## config.mk

```make
export PLATFORM = sky130hd
export DESIGN_NAME = multi_rate_tick_countdown_unit
export DESIGN_NICKNAME = d
export VERILOG_FILES = /design/src/hdl/mrtc_pkg.sv /design/src/hdl/multi_rate_tick_countdown_unit.sv /design/src/hdl/mrtc_cell.sv /design/src/hdl/mrtc_bank.sv
export SDC_FILE = /design/constraint.sdc
export NUM_CORES = 2
export LEC_CHECK = 0
export ABC_AREA = 1
export BUFFER_PORTS_ARGS = -buffer_cell sky130_fd_sc_hd__clkbuf_2
export CORE_UTILIZATION = 50
export DETAILED_ROUTE_END_ITERATION = 10
export PLACE_DENSITY = 0.7
export SETUP_SLACK_MARGIN = 0.3
export SLEW_MARGIN = 40
export SYNTH_ARGS = -nofsm -noshare
export SYNTH_HDL_FRONTEND = slang
export SYNTH_HIERARCHICAL = 1
export SYNTH_SLANG_ARGS = --single-unit
```

## constraint.sdc

```tcl
create_clock -name clock -period 15.98 [get_ports clock]
set_clock_uncertainty 0.2 [all_clocks]
set_input_delay 3.995 -clock clock [delete_from_list [all_inputs] [get_ports clock]]
set_output_delay 3.995 -clock clock [all_outputs]
set_load 0.01 [all_outputs]
```

## src/hdl/mrtc_pkg.sv

```systemverilog
// Types, codes and constants of the multi-rate tick countdown unit.
// Used by the RTL files of the block but mrtc_cell; depends on nothing.
package mrtc_pkg;

   localparam int BANK_SIZE_DEF = 30;
   localparam int BANK_MAX      = 32;
   localparam int NAMED_COUNT   = 7;
   localparam int CLIP_INDEX    = 4;

   localparam logic [7:0] SUBTICK_RESET = 8'd25;
   localparam logic [7:0] CHAIN_RESET   = 8'd11;
   localparam logic [7:0] SPK_SET       = 8'h03;
   localparam logic [7:0] SPK_CLEAR     = 8'hfc;

   localparam logic [1:0] MODE_TICK  = 2'd0;
   localparam logic [1:0] MODE_WRITE = 2'd1;
   localparam logic [1:0] MODE_READ  = 2'd2;

   localparam logic [5:0] TGT_TICK  = 6'd7;
   localparam logic [5:0] TGT_IDLE  = 6'd8;
   localparam logic [5:0] TGT_MASK  = 6'd9;
   localparam logic [5:0] TGT_SPK   = 6'd10;

   localparam logic [1:0] CSR_HOOK     = 2'd0;
   localparam logic [1:0] CSR_SUBTICK  = 2'd1;
   localparam logic [1:0] CSR_CHAIN    = 2'd2;

   typedef struct packed {
      logic [1:0]  mode;
      logic [5:0]  target;
      logic [15:0] write_value;
      logic        game_paused;
      logic        hold_bank;
      logic [7:0]  speaker_port_in;
   } req_type;

   typedef struct packed {
      logic        chain_previous;
      logic        end_of_interrupt;
      logic        speaker_write;
      logic [7:0]  speaker_value;
      logic        periodic_ready;
      logic [15:0] read_value;
   } rsp_type;

   // Command for one sweep of the bank ring.
   typedef struct packed {
      logic        dec;
      logic        wr;
      logic        rd;
      logic [4:0]  slot;
      logic [15:0] value;
   } bank_op_type;

   typedef struct packed {
      logic        done;
      logic [15:0] rd_data;
   } bank_stat_type;

   typedef enum logic [1:0] {
      ST_IDLE,
      ST_SWEEP,
      ST_OUT
   } state_type;

endpackage

```

## src/hdl/multi_rate_tick_countdown_unit.sv

```systemverilog
// Top level of the multi-rate tick countdown unit: scalar counters,
// dividers, sequencer and result register. Depends on mrtc_pkg, mrtc_bank.
//
// Each word on req (tick, counter write or counter read) yields exactly one
// word on rsp. The scalar counters and dividers are updated in the cycle the
// word is accepted; the bank timers then rotate once through the cell ring,
// one timer per cycle past the head, and the result register is loaded once
// the rotation is done and rsp is free. The next word is accepted while a
// finished result still waits on rsp. Reload values on the csr port take
// effect at the next divider reload; the hook bit takes effect with the
// next tick word.
module multi_rate_tick_countdown_unit #(
   parameter int BANK_SIZE = mrtc_pkg::BANK_SIZE_DEF
) (
   input  logic              clock,
   input  logic              reset,
   input  logic              req_valid,
   output logic              req_ready,
   input  mrtc_pkg::req_type req_data,
   output logic              rsp_valid,
   input  logic              rsp_ready,
   output mrtc_pkg::rsp_type rsp_data,
   input  logic              csr_we,
   input  logic [1:0]        csr_index,
   input  logic [7:0]        csr_wdata
);

   mrtc_pkg::state_type state_ff, state_in;

   logic        hook_ff, hook_in;
   logic [7:0]  sub_reload_ff, sub_reload_in;
   logic [7:0]  chain_reload_ff, chain_reload_in;

   logic [15:0] tick_ff, tick_in;
   logic [7:0]  sub_left_ff, sub_left_in;
   logic [7:0]  chain_left_ff, chain_left_in;
   logic [15:0] nc_ff [mrtc_pkg::NAMED_COUNT];
   logic [15:0] nc_in [mrtc_pkg::NAMED_COUNT];
   logic [15:0] idle_ff, idle_in;
   logic [15:0] mask_ff, mask_in;
   logic [1:0]  spk_req_ff, spk_req_in;
   logic        ready_ff, ready_in;

   mrtc_pkg::rsp_type pend_ff, pend_in;
   logic              bank_rd_ff, bank_rd_in;
   mrtc_pkg::rsp_type rsp_ff, rsp_in;
   logic              rsp_valid_ff, rsp_valid_in;

   mrtc_pkg::bank_op_type   bank_op;
   mrtc_pkg::bank_stat_type bank_stat;

   logic accept;
   logic load_rsp;
   logic is_bank;
   logic [4:0] slot;

   assign accept = req_valid && req_ready;
   assign slot   = req_data.target[4:0];
   assign is_bank = req_data.target[5] && (6'(slot) < 6'(BANK_SIZE));

   // Configuration registers.
   always_comb begin
      hook_in         = hook_ff;
      sub_reload_in   = sub_reload_ff;
      chain_reload_in = chain_reload_ff;
      if (csr_we) begin
         unique case (csr_index)
            mrtc_pkg::CSR_HOOK:    hook_in         = csr_wdata[0];
            mrtc_pkg::CSR_SUBTICK: sub_reload_in   = csr_wdata;
            mrtc_pkg::CSR_CHAIN:   chain_reload_in = csr_wdata;
            default: ;
         endcase
      end
   end

   // Scalar update of one accepted word.
   always_comb begin
      logic [15:0] tc;
      logic        b1, b2, b3, b4, b5, fire;
      tc   = tick_ff + 16'd1;
      b1   = (tc[0] == 1'b0);
      b2   = (tc[1:0] == 2'd0);
      b3   = (tc[2:0] == 3'd0);
      b4   = (tc[3:0] == 4'd0);
      b5   = (tc[4:0] == 5'd0);
      fire = b3 && (sub_left_ff == 8'd1);

      tick_in       = tick_ff;
      sub_left_in   = sub_left_ff;
      chain_left_in = chain_left_ff;
      nc_in         = nc_ff;
      idle_in       = idle_ff;
      mask_in       = mask_ff;
      spk_req_in    = spk_req_ff;
      ready_in      = ready_ff;
      pend_in       = pend_ff;
      bank_rd_in    = bank_rd_ff;
      bank_op       = '{dec: 1'b0, wr: 1'b0, rd: 1'b0, slot: slot,
                        value: req_data.write_value};

      if (accept) begin
         pend_in    = '0;
         bank_rd_in = 1'b0;
         unique case (req_data.mode)
            mrtc_pkg::MODE_TICK: begin
               if (!hook_ff) begin
                  pend_in.chain_previous = 1'b1;
               end else begin
                  if (chain_left_ff == 8'd1) begin
                     chain_left_in          = chain_reload_ff;
                     pend_in.chain_previous = 1'b1;
                  end else begin
                     chain_left_in            = chain_left_ff - 8'd1;
                     pend_in.end_of_interrupt = 1'b1;
                  end
                  if (!req_data.game_paused) begin
                     tick_in  = tc;
                     ready_in = b5;
                     if (nc_ff[0] != 16'd0) nc_in[0] = nc_ff[0] - 16'd1;
                     if (b1 && nc_ff[1] != 16'd0) nc_in[1] = nc_ff[1] - 16'd1;
                     if (b2 && nc_ff[2] != 16'd0) nc_in[2] = nc_ff[2] - 16'd1;
                     if (b3 && nc_ff[3] != 16'd0) nc_in[3] = nc_ff[3] - 16'd1;
                     if (b3) begin
                        sub_left_in = fire ? sub_reload_ff : sub_left_ff - 8'd1;
                     end
                     if (fire) begin
                        idle_in     = idle_ff + 16'd1;
                        bank_op.dec = !req_data.hold_bank;
                        if (nc_ff[mrtc_pkg::CLIP_INDEX] != 16'd0) begin
                           nc_in[mrtc_pkg::CLIP_INDEX] =
                              nc_ff[mrtc_pkg::CLIP_INDEX] - 16'd1;
                        end
                     end
                     if (b4) begin
                        mask_in = mask_ff + 16'd1;
                        if (nc_ff[5] != 16'd0) nc_in[5] = nc_ff[5] - 16'd1;
                     end
                     if (b5) begin
                        if (nc_ff[6] != 16'd0) nc_in[6] = nc_ff[6] - 16'd1;
                        // Toggle the speaker gate on request.
                        if (spk_req_ff[0]) begin
                           pend_in.speaker_write = 1'b1;
                           if (!spk_req_ff[1]) begin
                              pend_in.speaker_value = req_data.speaker_port_in
                                                      | mrtc_pkg::SPK_SET;
                              spk_req_in = 2'd3;
                           end else begin
                              pend_in.speaker_value = req_data.speaker_port_in
                                                      & mrtc_pkg::SPK_CLEAR;
                              spk_req_in = 2'd0;
                           end
                        end
                     end
                  end
               end
            end
            mrtc_pkg::MODE_WRITE: begin
               if (is_bank) begin
                  bank_op.wr = 1'b1;
               end else if (req_data.target < 6'(mrtc_pkg::NAMED_COUNT)) begin
                  nc_in[req_data.target[2:0]] = req_data.write_value;
               end else if (req_data.target == mrtc_pkg::TGT_TICK) begin
                  tick_in = req_data.write_value;
               end else if (req_data.target == mrtc_pkg::TGT_IDLE) begin
                  idle_in = req_data.write_value;
               end else if (req_data.target == mrtc_pkg::TGT_MASK) begin
                  mask_in = req_data.write_value;
               end else if (req_data.target == mrtc_pkg::TGT_SPK) begin
                  spk_req_in = req_data.write_value[1:0];
               end
            end
            mrtc_pkg::MODE_READ: begin
               if (is_bank) begin
                  bank_op.rd = 1'b1;
                  bank_rd_in = 1'b1;
               end else if (req_data.target < 6'(mrtc_pkg::NAMED_COUNT)) begin
                  pend_in.read_value = nc_ff[req_data.target[2:0]];
               end else if (req_data.target == mrtc_pkg::TGT_TICK) begin
                  pend_in.read_value = tick_ff;
               end else if (req_data.target == mrtc_pkg::TGT_IDLE) begin
                  pend_in.read_value = idle_ff;
               end else if (req_data.target == mrtc_pkg::TGT_MASK) begin
                  pend_in.read_value = mask_ff;
               end else if (req_data.target == mrtc_pkg::TGT_SPK) begin
                  pend_in.read_value = {14'd0, spk_req_ff};
               end
            end
            default: ;
         endcase
         pend_in.periodic_ready = ready_in;
      end
   end

   mrtc_bank #(
      .BANK_SIZE (BANK_SIZE)
   ) u_bank (
      .clock (clock),
      .reset (reset),
      .start (accept),
      .op    (bank_op),
      .stat  (bank_stat)
   );

   // Sequencer: next state.
   always_comb begin
      state_in = state_ff;
      unique case (state_ff)
         mrtc_pkg::ST_IDLE:  if (accept) state_in = mrtc_pkg::ST_SWEEP;
         mrtc_pkg::ST_SWEEP: if (bank_stat.done) state_in = mrtc_pkg::ST_OUT;
         mrtc_pkg::ST_OUT:   if (!rsp_valid_ff || rsp_ready) state_in = mrtc_pkg::ST_IDLE;
         default:            state_in = mrtc_pkg::ST_IDLE;
      endcase
   end

   // Sequencer: outputs.
   always_comb begin
      req_ready = 1'b0;
      load_rsp  = 1'b0;
      unique case (state_ff)
         mrtc_pkg::ST_IDLE:  req_ready = 1'b1;
         mrtc_pkg::ST_SWEEP: ;
         mrtc_pkg::ST_OUT:   load_rsp = !rsp_valid_ff || rsp_ready;
         default: ;
      endcase
   end

   always_comb begin
      rsp_in = rsp_ff;
      if (load_rsp) begin
         rsp_in = pend_ff;
         if (bank_rd_ff) rsp_in.read_value = bank_stat.rd_data;
      end
   end

   assign rsp_valid_in = load_rsp || (rsp_valid_ff && !rsp_ready);
   assign rsp_valid    = rsp_valid_ff;
   assign rsp_data     = rsp_ff;

   always_ff @(posedge clock) begin
      if (reset) begin
         state_ff        <= mrtc_pkg::ST_IDLE;
         hook_ff         <= 1'b0;
         sub_reload_ff   <= mrtc_pkg::SUBTICK_RESET;
         chain_reload_ff <= mrtc_pkg::CHAIN_RESET;
         tick_ff         <= '0;
         sub_left_ff     <= mrtc_pkg::SUBTICK_RESET;
         chain_left_ff   <= mrtc_pkg::CHAIN_RESET;
         nc_ff           <= '{default: '0};
         idle_ff         <= '0;
         mask_ff         <= '0;
         spk_req_ff      <= '0;
         ready_ff        <= 1'b0;
         rsp_valid_ff    <= 1'b0;
      end else begin
         state_ff        <= state_in;
         hook_ff         <= hook_in;
         sub_reload_ff   <= sub_reload_in;
         chain_reload_ff <= chain_reload_in;
         tick_ff         <= tick_in;
         sub_left_ff     <= sub_left_in;
         chain_left_ff   <= chain_left_in;
         nc_ff           <= nc_in;
         idle_ff         <= idle_in;
         mask_ff         <= mask_in;
         spk_req_ff      <= spk_req_in;
         ready_ff        <= ready_in;
         rsp_valid_ff    <= rsp_valid_in;
      end
      pend_ff    <= pend_in;
      bank_rd_ff <= bank_rd_in;
      rsp_ff     <= rsp_in;
   end

endmodule

```

## src/hdl/mrtc_cell.sv

```systemverilog
// One cell of the bank timer ring: a 16-bit timer that takes its
// neighbor's word on each shift. Depends on nothing.
module mrtc_cell (
   input  logic        clock,
   input  logic        reset,
   input  logic        shift,
   input  logic [15:0] d,
   output logic [15:0] q
);

   logic [15:0] value_ff;
   logic [15:0] value_in;

   assign value_in = shift ? d : value_ff;
   assign q        = value_ff;

   always_ff @(posedge clock) begin
      if (reset) begin
         value_ff <= '0;
      end else begin
         value_ff <= value_in;
      end
   end

endmodule

```

## src/hdl/mrtc_bank.sv

```systemverilog
// Bank timer ring: a chain of mrtc_cell rotated once per item, with the
// decrement, load and capture done at the head. Depends on mrtc_pkg, mrtc_cell.
module mrtc_bank #(
   parameter int BANK_SIZE = mrtc_pkg::BANK_SIZE_DEF
) (
   input  logic                  clock,
   input  logic                  reset,
   input  logic                  start,
   input  mrtc_pkg::bank_op_type op,
   output mrtc_pkg::bank_stat_type stat
);

   localparam logic [4:0] LAST_POS = 5'(BANK_SIZE - 1);

   logic                  busy_ff, busy_in;
   logic [4:0]            pos_ff, pos_in;
   mrtc_pkg::bank_op_type op_ff, op_in;
   logic [15:0]           rd_ff, rd_in;
   logic [15:0]           cell_q [BANK_SIZE];
   logic [15:0]           head_new;
   logic                  hit;
   logic                  last;

   assign hit  = (pos_ff == op_ff.slot);
   assign last = busy_ff && (pos_ff == LAST_POS);

   // Head cell: load on a write hit, else on a decrement drop positive timers by one.
   always_comb begin
      head_new = cell_q[0];
      if (op_ff.wr && hit) begin
         head_new = op_ff.value;
      end else if (op_ff.dec && (cell_q[0] != 16'd0) && !cell_q[0][15]) begin
         head_new = cell_q[0] - 16'd1;
      end
   end

   always_comb begin
      busy_in = busy_ff;
      pos_in  = pos_ff;
      op_in   = op_ff;
      rd_in   = rd_ff;
      if (start) begin
         busy_in = 1'b1;
         pos_in  = '0;
         op_in   = op;
         rd_in   = '0;
      end else if (busy_ff) begin
         if (op_ff.rd && hit) begin
            rd_in = cell_q[0];
         end
         pos_in = pos_ff + 5'd1;
         if (last) begin
            busy_in = 1'b0;
         end
      end
   end

   always_ff @(posedge clock) begin
      if (reset) begin
         busy_ff <= 1'b0;
         pos_ff  <= '0;
      end else begin
         busy_ff <= busy_in;
         pos_ff  <= pos_in;
      end
      op_ff <= op_in;
      rd_ff <= rd_in;
   end

   genvar k;
   generate
      for (k = 0; k < BANK_SIZE; k++) begin : g_cell
         logic [15:0] d;
         if (k == BANK_SIZE - 1) begin : g_tail
            assign d = head_new;
         end else begin : g_mid
            assign d = cell_q[k + 1];
         end
         mrtc_cell u_cell (
            .clock (clock),
            .reset (reset),
            .shift (busy_ff),
            .d     (d),
            .q     (cell_q[k])
         );
      end
   endgenerate

   assign stat.done    = last;
   assign stat.rd_data = rd_ff;

endmodule

```

==> implementation parameters <==
Parameter                              Value

Clock network
  TritonCTS Sinks ... around 800
  Total of cells resized after clock tree synthesis ... 0
  Max clock buf depth ... 3
  TritonCTS clock tree ... built
  Root buffer cell ... clkbuf_16
  Source-to-sink clock delay at the later pin of the worst-skew pair ... 0.66 ns
  Inserted Clock Buffers ... 86
  Number of levels in the clock H-tree ... 3
  Clock edge transition at the registers on the reported setup and hold paths ... 0.06 ns
  CTS Hold Buffers Added ... 0
  Post-CTS setup buffer count ... 0

Die
  Core Region ... 77,600 um2
  Floorplan die area ... 79,700 um2
  Die boundary width ... 282 um
  Effective utilization at floorplan ... 0.506
  # rows ... 102
  Die Y-Extent ... 282 um
  Number of ports placed on the die boundary ... a little under 80

Yosys
  Arithmetic-cell share of the synthesized area counting full adders, half adders and majority gates ... 0.00701
  Post-Syn Instances ... 6,072
  Proportion of synthesized flip-flops having asynchronous set or reset ... 0
  Synthesized-area fraction occupied by ao, oa, aoi and oai cells ... 0.0625
  Commonest register cell after synthesis ... dfxtp_1
  Post-Synthesis Mean Instance Area ... 6.47 um2
  Count of distinct cell types in the synthesized netlist ... 47
  Yosys warns ... 6
  Mux contribution to synthesized area ... 0.00459
  Sequential share of the synthesized area ... 0.418
  Top cells by area in the synthesized netlist ... dfxtp_1 (36%), nand2_1 (17%), nor2_1 (14%), inv_1 (7.5%), edfxtp_1 (6.0%)
  Share of Yosys cell area claimed by the top area cell type ... 0.357
  Count of flip-flops with a built-in enable after synthesis ... 79
  Post-synthesis instance area ... 39,300 um2
  Combinational family with the most area after synthesis ... simple AND/OR/NAND/NOR gates
  Library cell with the largest summed area after synthesis ... dfxtp_1
  Area share of and/or/nand/nor cells after synthesis ... 0.374
  Mapped Nets ... 6,143
  Fraction of synthesized cell area in xor and xnor cells ... 0.0120
  Synthesis-stage register bit count ... 780

Global routing
  Number of global-route vias before repair ... 32,019
  Met3 Resource Use GR ... 0.0411
  Global-route wire length before repair ... ~160,000 um
  GR Util met2 ... 0.428
  Met1 GRT Util ... 0.318
  Largest net degree at the start of global routing ... 145
  Number of antenna violations at the first check in global routing ... 1
  GRT Overall Usage ... 0.258
  GR peak layer ... met2
  Overflow left after global routing ... 0

Setup path
  Crit path kind ... input port to flip-flop
  CP Cell Sequence ... clkbuf_2 > inv_2 > nor2_4 > clkinv_2 > buf_6 > nor2_1 > inv_1 > o21ai_0 > nand3b_1 > nand2_1 > nor2_1
  Max stage delay on crit path ... 0.75 ns
  WP data required ... about 16 ns
  Most prevalent standard cell on the critical path ... nor2_1
  Crit path DAT ... 7.66 ns
  Type of element capturing the critical path ... flip-flop
  Type of origin of the critical path ... input port
  Worst-path cell with the longest stage delay ... clkinv_2
  Highest fanout seen on the critical path ... roughly 80

Timing
  Slew at the pin with the worst max-slew slack ... ~0.90 ns
  Final clock period utilization by the worst path ... 0.457
  Count of final setup violators ... 0
  Total negative slack ... 0 ns
  Final Hold Viols ... 0
  Hold slack ... 0.218 ns
  Fin. max-slew vios ... 0
  Slew headroom ... 0.396
  Maximum clock frequency ... 137 MHz
  Setup repair after global routing missed its margin ... no
  Fin crit period ... 7.30 ns

Routing
  Total DRC errors in the routed layout ... 0
  Drt pass-1 iters ... 6
  Overall routed net length ... 104,000 um
  Routed wire per std cell ... 14.6 um
  Per-cell via count in the routed design ... 4.97
  Detailed router's first-iteration violation count ... 2,777
  Routed vias ... 35,457
  Antenna Nets Post-Route ... 0

Power and ir drop
  Cell area power density ... 117 nW/um2
  Leakage component of the power ... 19.5 nW
  Worst supply voltage drop on vdd ... ~0.000084 V

Job
  Max-cap violations ... 0

Cells and area
  Share of cells above drive strength 1 ... 0.0605
  Total of fill cells in the finished design ... 7,821
  Count of nets after finishing ... 6,098
  Layout area overhead ... 7.95%

Status
  Result of the run ... finished clean

Placement
  Placer Congestion ... between 0.9 and 1
  Post-detailed-placement half-perimeter wirelength ... 70,400 um
  Port-buffer cells ... between 70 and 80

Worst hold path
  Worst Hold Class ... flip-flop to flip-flop
[cells in the mapped netlist (54+ instances only)]
library cell,count
a21oi_1,177
buf_6,94
clkbuf_1,58
dfxtp_1,701
edfxtp_1,79
inv_1,787
nand2_1,1822
nand3_1,180
nor2_1,1488
nor2_2,68
nor3_1,54
o21ai_0,198
[cell type report]
type	count	area, um2	area share
Multi-Input combinational cell	4254	18100	0.427
Antenna cell	3	7.51	0.000177
Sequential cell	780	16400	0.387
Timing Repair Buffer	98	636	0.0150
Tap cell	1040	1300	0.0307
Inverter	807	3040	0.0716
Clock inverter	32	424	0.0100
Clock buffer	125	2480	0.0585
[flip-flops by register name, summed over array words and instances, names as in the netlist, 8 cells and up]
signal and flops:
u_bank/rd_ff 16, u_bank/g_cell.u_cell/q 480, mask_ff 16, sub_left_ff 8
nc_ff 112, u_bank/op_ff 24, chain_reload_ff 8, pend_ff 27
rsp_data 27, sub_reload_ff 8, chain_left_ff 8, tick_ff 16
idle_ff 16
[routing by layer]
layer,part of all wire,up-vias
met5,0,-
met4,0.056,0
met1,0.42,15916
met3,0.064,235
li1,-,18275
met2,0.46,1031
[cells by family after synthesis]
family,Yosys count
xor gates and xnor gates,54
muxes,16
DFF,780
adders and majority gates,22
AOI/OAI and AO/OA,462
and+or+nand+nor,3700
buffers and inverters,1038
[final timing paths]
kind / from / to / slack (ns) / cells after the start
worst min register to register: pend_ff[16]$_DFFE_PP_ / rsp_data[16]$_DFFE_PP_ / 0.22 / 0
worst max register to register: u_bank/busy_ff$_SDFF_PP0_ / u_bank/g_cell[6].u_cell/q[1]$_SDFFE_PP0P_ / 12.00 / 8
worst max-delay path: req_data[32] / nc_ff[81]$_SDFFE_PP0P_ / 8.68 / 11
worst min-delay path: pend_ff[16]$_DFFE_PP_ / rsp_data[16]$_DFFE_PP_ / 0.22 / 0
[worst max-delay path: cells and delay by family]
family                 cells  cell delay, ns
buffers and inverters      5            2.05
and+or+nand+nor            5            1.42
AOI/OAI and AO/OA          1            0.15
[per-stage QoR]
stage          setup slack [ns]  cells  utilization  power [mW]  instance area (um2)
2_1_floorplan              9.42   6072            -        2.84                39300
3_3_place_gp               7.99   6976        0.508        2.95                39400
3_5_place_dp               8.09   6979        0.509        2.96                39500
4_1_cts                    8.74   7136        0.546        4.98                42400
5_1_grt                    8.57   7136        0.546        5.20                42400
6_report                   8.68   7139        0.547        4.95                42400
[placed cells by master (no fill, tap or decap), drive strengths merged, types with 3 or more instances in the layout]
cell type  netlist  routed
o22ai           41      41
diode            0       3
or2              5       5
xnor2           14      14
edfxtp          79      79
clkbuf          58     200
nand2         1833    1833
clkinv           7      32
inv            800     800
bufinv           0       5
xor2            40      40
a21oi          178     178
o31ai            3       3
o21bai           9       9
nor3            56      56
o21ai          204     204
a31oi            8       8
o211ai          10      10
nand4           41      41
nand3b          11      11
mux2            16      16
ha              22      22
buf            173      23
nor2          1564    1564
nand3          186     186
a22oi            4       4
dfxtp          701     701
[power breakdown]
part | internal, mW | switching [mW]
clock | 1.17 | 0.846
sequential | 2.11 | 0.0837
combinational | 0.246 | 0.491
No activity file was read; power rests on OpenSTA's default activity.
